===== src/design/e2q_pkg.sv =====
// Shared types, constants and elaboration-time helpers for the Euler to quaternion block.
package e2q_pkg;

  localparam int ANGLE_FRAC_BITS   = 13;
  localparam int OUT_FRAC_BITS     = 14;
  localparam int SINCOS_ITERATIONS = 16;
  localparam int MAX_STEPS         = 32;

  // Rotation steps actually performed.
  localparam int STEPS = (SINCOS_ITERATIONS < MAX_STEPS) ? SINCOS_ITERATIONS : MAX_STEPS;

  localparam int ANGLE_W     = 16;
  localparam int OUT_W       = 16;
  localparam int CORDIC_FRAC = 30;
  localparam int CORDIC_W    = 32;
  localparam int PROD_W      = 2 * CORDIC_W;
  localparam int SUM_W       = PROD_W + 1;

  localparam int LANE_STAGES  = STEPS + 1;
  localparam int MERGE_STAGES = 5;
  localparam int PIPE_STAGES  = LANE_STAGES + MERGE_STAGES;

  typedef logic signed [ANGLE_W-1:0]  angle_t;
  typedef logic signed [CORDIC_W-1:0] cordic_t;
  typedef logic signed [PROD_W-1:0]   prod_t;
  typedef logic signed [SUM_W-1:0]    sum_t;
  typedef logic signed [OUT_W-1:0]    part_t;
  typedef logic signed [2*OUT_W+1:0]  norm_t;

  typedef struct packed {
    part_t w;
    part_t x;
    part_t y;
    part_t z;
  } quat_t;

  localparam logic [63:0] PI_Q61 = 64'h6487ED5110B4611A;

  // Pi rounded to nearest in the angle format.
  localparam angle_t ANGLE_LIMIT =
    angle_t'((PI_Q61 + (64'd1 << (60 - ANGLE_FRAC_BITS))) >> (61 - ANGLE_FRAC_BITS));

  // Shift that turns an angle into its half in the rotation format.
  localparam int HALF_SHIFT = CORDIC_FRAC - 1 - ANGLE_FRAC_BITS;

  localparam int FIN_SHIFT = 2 * CORDIC_FRAC - OUT_FRAC_BITS;

  localparam longint OUT_ONE = 64'sd1 <<< OUT_FRAC_BITS;
  localparam longint OUT_MAX = (OUT_ONE > 64'sd32767) ? 64'sd32767 : OUT_ONE;
  localparam longint OUT_MIN = (-OUT_ONE < -64'sd32768) ? -64'sd32768 : -OUT_ONE;

  localparam norm_t NORM_ONE = norm_t'(OUT_ONE * OUT_ONE);
  localparam norm_t NORM_TOL = norm_t'((OUT_ONE * OUT_ONE) >>> 8);

  // Arctangent of 2^-i in Q.30.
  function automatic cordic_t atan_q30(input int i);
    cordic_t r;
    case (i)
      0:       r = 32'sh3243F6A9;
      1:       r = 32'sh1DAC6705;
      2:       r = 32'sh0FADBAFD;
      3:       r = 32'sh07F56EA7;
      4:       r = 32'sh03FEAB77;
      5:       r = 32'sh01FFD55C;
      6:       r = 32'sh00FFFAAB;
      7:       r = 32'sh007FFF55;
      8:       r = 32'sh003FFFEB;
      9:       r = 32'sh001FFFFD;
      default: begin
        if (i < CORDIC_FRAC + 1) begin
          r = cordic_t'(64'sd1 <<< (CORDIC_FRAC - i));
        end else begin
          r = cordic_t'(1);
        end
      end
    endcase
    return r;
  endfunction

  // Start value of the rotation: 2^30 scaled down by each step's stretch, with the
  // same truncations as the arithmetic definition. The quotient is found by a bit search.
  function automatic cordic_t gain_q30();
    logic [63:0] g;
    logic [63:0] num;
    logic [63:0] q;
    logic [63:0] cand;
    logic [63:0] v;
    logic [63:0] res;
    logic [63:0] rbit;
    int i;
    int k;
    int b;
    g = 64'd1 << CORDIC_FRAC;
    for (i = 0; i < STEPS; i++) begin
      v = 64'd1 << 60;
      if (2 * i <= 60) begin
        v = v + (64'd1 << (60 - 2 * i));
      end
      res  = '0;
      rbit = 64'd1 << 62;
      for (k = 0; k < 32; k++) begin
        if (v >= res + rbit) begin
          v   = v - (res + rbit);
          res = (res >> 1) + rbit;
        end else begin
          res = res >> 1;
        end
        rbit = rbit >> 2;
      end
      num = g << CORDIC_FRAC;
      q   = '0;
      for (b = 31; b >= 0; b--) begin
        cand = q | (64'd1 << b);
        if (cand * res <= num) begin
          q = cand;
        end
      end
      g = q;
    end
    return cordic_t'(g);
  endfunction

  // Round a Q.60 product to Q.30.
  function automatic cordic_t round_pair(input prod_t p);
    prod_t t;
    t = p + (prod_t'(1) <<< (CORDIC_FRAC - 1));
    return t[CORDIC_FRAC+CORDIC_W-1:CORDIC_FRAC];
  endfunction

  // Round a Q.60 sum to the output format and saturate.
  function automatic part_t finish(input sum_t s);
    sum_t t;
    t = s + (sum_t'(1) <<< (FIN_SHIFT - 1));
    t = t >>> FIN_SHIFT;
    if (t > sum_t'(OUT_MAX)) begin
      t = sum_t'(OUT_MAX);
    end else if (t < sum_t'(OUT_MIN)) begin
      t = sum_t'(OUT_MIN);
    end
    return t[OUT_W-1:0];
  endfunction

endpackage


===== src/design/e2q_sincos_lane.sv =====
// One angle lane: clamp, halve, and a pipelined rotation-mode CORDIC giving cosine and sine.
module e2q_sincos_lane (
  input  logic              clk,
  input  logic              en,
  input  e2q_pkg::angle_t   angle,
  output e2q_pkg::cordic_t  cos_val,
  output e2q_pkg::cordic_t  sin_val
);

  localparam e2q_pkg::cordic_t GAIN = e2q_pkg::gain_q30();

  e2q_pkg::angle_t  angle_clamped;
  e2q_pkg::cordic_t x [0:e2q_pkg::STEPS];
  e2q_pkg::cordic_t y [0:e2q_pkg::STEPS];
  e2q_pkg::cordic_t z [0:e2q_pkg::STEPS-1];

  always_comb begin
    if (angle > e2q_pkg::ANGLE_LIMIT) begin
      angle_clamped = e2q_pkg::ANGLE_LIMIT;
    end else if (angle < -e2q_pkg::ANGLE_LIMIT) begin
      angle_clamped = -e2q_pkg::ANGLE_LIMIT;
    end else begin
      angle_clamped = angle;
    end
  end

  always_ff @(posedge clk) begin
    if (en) begin
      x[0] <= GAIN;
      y[0] <= '0;
      z[0] <= e2q_pkg::cordic_t'(angle_clamped) <<< e2q_pkg::HALF_SHIFT;
    end
  end

  for (genvar i = 0; i < e2q_pkg::STEPS; i++) begin : g_step
    localparam e2q_pkg::cordic_t ATAN_I = e2q_pkg::atan_q30(i);

    always_ff @(posedge clk) begin
      if (en) begin
        if (!z[i][e2q_pkg::CORDIC_W-1]) begin
          x[i+1] <= x[i] - (y[i] >>> i);
          y[i+1] <= y[i] + (x[i] >>> i);
        end else begin
          x[i+1] <= x[i] + (y[i] >>> i);
          y[i+1] <= y[i] - (x[i] >>> i);
        end
      end
    end

    // The residual angle is not needed after the last step.
    if (i < e2q_pkg::STEPS - 1) begin : g_resid
      always_ff @(posedge clk) begin
        if (en) begin
          if (!z[i][e2q_pkg::CORDIC_W-1]) begin
            z[i+1] <= z[i] - ATAN_I;
          end else begin
            z[i+1] <= z[i] + ATAN_I;
          end
        end
      end
    end
  end

  assign cos_val = x[e2q_pkg::STEPS];
  assign sin_val = y[e2q_pkg::STEPS];

endmodule


===== config.mk =====
export PLATFORM = sky130hd
export DESIGN_NAME = e2q_sincos_lane
export DESIGN_NICKNAME = d
export VERILOG_FILES = /design/src/design/e2q_pkg.sv /design/src/design/e2q_sincos_lane.sv
export SDC_FILE = /design/constraint.sdc
export NUM_CORES = 2
export LEC_CHECK = 0
export BUFFER_PORTS_ARGS = -buffer_cell sky130_fd_sc_hd__buf_2
export CAP_MARGIN = 20
export CORE_MARGIN = 2
export CORE_UTILIZATION = 65
export CTS_BUF_LIST = sky130_fd_sc_hd__clkbuf_16
export DETAILED_ROUTE_END_ITERATION = 7
export PLACE_DENSITY = 0.79
export SLEW_MARGIN = 20
export SYNTH_ARGS = -nofsm -noshare
export SYNTH_HDL_FRONTEND = slang
export SYNTH_SLANG_ARGS = --single-unit

===== constraint.sdc =====
create_clock -name clk -period 6.31 [get_ports clk]
set_input_delay 0.631 -clock clk [delete_from_list [all_inputs] [get_ports clk]]
set_output_delay 0.631 -clock clk [all_outputs]
set_load 0.005 [all_outputs]

# Word level (Yosys, flattened, before mapping)
# Memory sizes are Yosys's and may differ from the RTL's.
# Cells that the tools add are included.
# W data, S select, Z words.
[word_totals] ff_bits=0 ramBits=1600 input_bits=18 elab_cells=292 n_memories=3
[memory_table] memory="x" depth=17 width=32 read_ports=17 rd_clocked_by_memory_dff=0 write_ports=17 line_no="e2q_sincos_lane.sv:13" source="e2q_pkg::cordic_t x [0:e2q_pkg::STEPS];"
[memory_table] memory="y" depth=17 width=32 read_ports=17 rd_clocked_by_memory_dff=0 write_ports=17 line_no="e2q_sincos_lane.sv:14" source="e2q_pkg::cordic_t y [0:e2q_pkg::STEPS];"
[memory_table] memory="z" depth=16 width=32 read_ports=16 rd_clocked_by_memory_dff=0 write_ports=16 line_no="e2q_sincos_lane.sv:15" source="e2q_pkg::cordic_t z [0:e2q_pkg::STEPS-1];"
[op_classes] addsub=93 n_lt_le_gt_ge=2 mux=147 bitwise=47
[ops] cell="$mux W32" count=47
[ops] cell="$mux W1" count=98
[ops] cell="$add A32 B17 Y32" count=2
[ops] cell="$add A32 B18 Y32" count=2
[ops] cell="$add A32 B19 Y32" count=2
[ops] cell="$add A32 B20 Y32" count=2
[ops] cell="$add A32 B21 Y32" count=2
[ops] cell="$add A32 B22 Y32" count=2
[ops] cell="$add A32 B22 Y32 const B" count=2
[ops] cell="$add A32 B23 Y32" count=2
[ops] cell="$add A32 B24 Y32" count=2
[ops] cell="$add A32 B25 Y32" count=2
[ops] cell="$add A32 B26 Y32" count=2
[ops] cell="$add A32 B27 Y32" count=2
[ops] cell="$add A32 B28 Y32" count=2
[ops] cell="$add A32 B29 Y32" count=2
[ops] cell="$add A32 B30 Y32" count=2
[ops] cell="$add A32 B31 Y32" count=2
[ops] cell="$sub A32 B17 Y32" count=2
[ops] cell="$sub A32 B18 Y32" count=2
[ops] cell="$sub A32 B19 Y32" count=2
[ops] cell="$sub A32 B20 Y32" count=2
[ops] cell="$sub A32 B21 Y32" count=2
[ops] cell="$sub A32 B22 Y32" count=2
[ops] cell="other kinds (42)" count=100

# Logic depth before layout (Yosys ltp)
[logic_depth] ltp_word=4 depth_mapped=21 mapped_depth_nobuf=21

# Worst setup path before layout
# Ideal clock, no wire load.
[synth_path] path_type="in2reg" startpoint="in en" endpoint="mem y[4][28] (netlist bit), data pin" setup_ns=0.266 arrival_time_ns=4.980 path_slack_ns=1.064 stages=18 n_path_buf=4 path_cell_list="clkbuf_1 > clkbuf_1 > nand2_1 > inv_1 > clkbuf_1 > clkbuf_1 > nor2_1 > xnor2_1 > ha_1 > a211o_1 > nor4_1 > a21oi_1 > a221o_1 > o31a_1 > a31oi_1 > nor4b_1 > o41ai_1 > xnor2_1"
[synth_lines] item="start, declared" line_no="e2q_sincos_lane.sv:4" source="input logic en,"
[synth_lines] item="end, declared" line_no="e2q_sincos_lane.sv:14"

==> metrics.cfg <==
[synth]
synth_fa_ha_area_frac=0.157
ys_seq_elements=1309
synth.area.mux_share=0.00972
netlist_area_um2=112000
synth-xor-area-share=0.133
syn_inst=11700
synth-seq-area-share=0.351
synth_edf_count=1309
synth_top_family_by_area=compound AO/OA/AOI/OAI gates
synth_compound_area_frac=0.202
synth_cell_type_count=91
async_reset_ff_frac=0
synth_warnings=0
synth_ff_type=edfxtp_1
avgSynthCellArea_um2=9.62
synthSimpleGateAreaFrac=0.126

[routing]
vias=90100
first_pass_iters=8
wl_per_cell_um=20.6
drc=1
wl_um=291000
vias_per_cell=6.36
drt_iter0_markers=7577
ant_nets=0

[cells_and_area]
nNetsFinal=13100
layout-drive-gt1-share=0.0443
multi_input_area_um2=70300
area_growth_pct=7.26
seqCellArea_um2=39300
fin_cells=14200
n_antenna_cell=0
fillers=13000
design_area_um2=120000

[timing]
grt_setup_unrepaired=false
drv_slew=0
period_needed_ps=5640
setup_ws_ps=668
worstMarginPinSlew_ps=1160
setup-tns-final_ps=0
hold_viol=0
setup_violations=0
clock.fmax_ghz=0.177
period_share=0.894
finalClockSkew_ps=35.9
slew_headroom=0.220

[clock_network]
htree_num_levels=4
cts_resized=0
cts_buffers=150
clockRootBuffer=clkbuf_16
post_cts_buffers=0
clockBufferDepth=3
cts.sinks=1309
cts_hold_buf=0
cts_tree=built
clk_pin_slew_ps=60
insertion_delay_ps=830

[setup_path]
crit_fanout=15
crit_buf_inv=1
crit_family=simple AND/OR/NAND/NOR gates
cp_slowest_stage_delay_ps=520
cpMaxStageDelayCell=or3b_2
crit_path_end_kind=flop
cp_common_cell=nand2_1
cp.required_ps=7000
cp.arrival_ps=6330
critPathLaunchType=flop
crit_chain=buf_4 > or2_1 > or3b_2 > nor3_2 > nand2_1 > or3_1 > nor4_4 > nand2_1 > o21ai_1 > a21oi_1 > ha_1 > a21o_1 > a31oi_1 > o21a_1 > nor3_1 > a2111oi_2 > o21ai_0 > or4_1 > nand3_1
criticalPathCategory=flop to flop

[floorplanning]
coreArea_um2=172000
fp.dieH_um=419
start_util=0.653
ios=82
die_area_um2=176000
fp.dieW_um=419
rows=152

[placement]
portBuffers=81
placedInstanceArea_um2=115000
dp_slack_ps=609
dpl.cell_count=13900
dp_hpwl_um=228000
gp_congestion=1.00

[grt]
grt.total_usage=0.326
grt_pass1_wl_um=464000
grt_overflow_total=0
grt_max_degree=85
grt_pass1_vias=87400
antenna_found_initial=2

[min_path]
hold_class=input port to flop

[run_status]
violations=design-rule violations
status=finished with violations

[run]
maxCapViolations=0

per-stage QoR:
stage	util	hold slack, ps
6_report	0.701	125
5_1_grt	0.701	104
4_1_cts	0.701	73.2
3_5_place_dp	0.671	405
3_3_place_gp	0.671	403
2_1_floorplan	-	400
synth_stat cells, types with 26 or more instances:
master	n	share of area
a211oi_1	82	0.0055
a21boi_0	30	0.0020
a21o_1	633	0.042
a21oi_1	1231	0.055
a221oi_1	26	0.0020
a31oi_1	144	0.0080
and2_1	64	0.0036
and3_1	91	0.0051
and4_1	27	0.0021
buf_1	29	0.00097
clkbuf_1	199	0.0067
edfxtp_1	1309	0.35
fa_1	42	0.0075
ha_1	1337	0.15
inv_1	441	0.015
mux2_2	39	0.0039
mux2i_1	65	0.0058
nand2_1	690	0.023
nand2b_1	182	0.010
nand3_1	161	0.0072
nand4_1	121	0.0068
nor2_1	864	0.029
nor2b_1	167	0.0093
nor3_1	241	0.011
nor3b_1	37	0.0025
nor4_1	64	0.0036
o211ai_1	45	0.0030
o21a_1	174	0.012
o21ai_0	600	0.027
o21bai_1	156	0.010
o31ai_1	126	0.0084
o41ai_1	46	0.0036
or2_2	40	0.0022
or3_1	68	0.0038
or4_1	28	0.0019
xnor2_1	1084	0.085
xor2_1	612	0.048
cell families (layout without fill, tap and decap cells):
kind of cell,Yosys count,in the layout
xor+xnor,1696,1696
other cells,2,8
buf+inv,678,874
flops,1309,1309
compound gates,3581,3581
fa+ha+maj,1379,1379
simple gates,2904,2904
mux,104,104
sequential cells by signal, summed over array words and instances (netlist names):
signal / flops
y: 478
x: 472
z: 359
cells in the final DEF (no fill, tap or decap), drive strengths merged, types with 161 or more instances in the layout:
| cell type | instances |
|---|---|
| nand2 | 690 |
| nand3 | 161 |
| o21ai | 606 |
| o21a | 174 |
| nor2 | 864 |
| a21oi | 1232 |
| xor2 | 612 |
| xnor2 | 1084 |
| nand2b | 182 |
| inv | 475 |
| nor3 | 244 |
| ha | 1337 |
| nor2b | 167 |
| a21o | 633 |
| edfxtp | 1309 |
final timing paths:
check	slack, ps	startpoint	cells after the start	end
worst max-delay path	670	x[2][26]$_DFFE_PP_	19	y[3][30]$_DFFE_PP_
worst min-delay path	120	angle[7]	2	z[0][23]$_SDFFCE_PP1P_
worst min register to register	420	z[10][16]$_DFFE_PP_	0	z[11][16]$_DFFE_PP_
worst max register to register	670	x[2][26]$_DFFE_PP_	19	y[3][30]$_DFFE_PP_
layer usage:
metal  GRT usage  routed length (um)  vias up
met5           0                  13        -
met4       0.138               12900        2
met3      0.0386               17100      729
met2       0.554              138000     3043
met1       0.422              123000    42900
li1            -                   -    43400
final cells by class:
| type | instances | area share |
|---|---|---|
| clock buffer | 155 | 0.0323 |
| clock inverter | 122 | 0.0105 |
| inverter | 446 | 0.0139 |
| multi-input combinational | 9672 | 0.584 |
| sequential | 1309 | 0.327 |
| tap | 2310 | 0.0240 |
| timing repair buffer | 151 | 0.00787 |
Power is left out: the tool's default activity adds up to more than one toggle a clock period on the data nets, which glitch-free logic cannot reach.
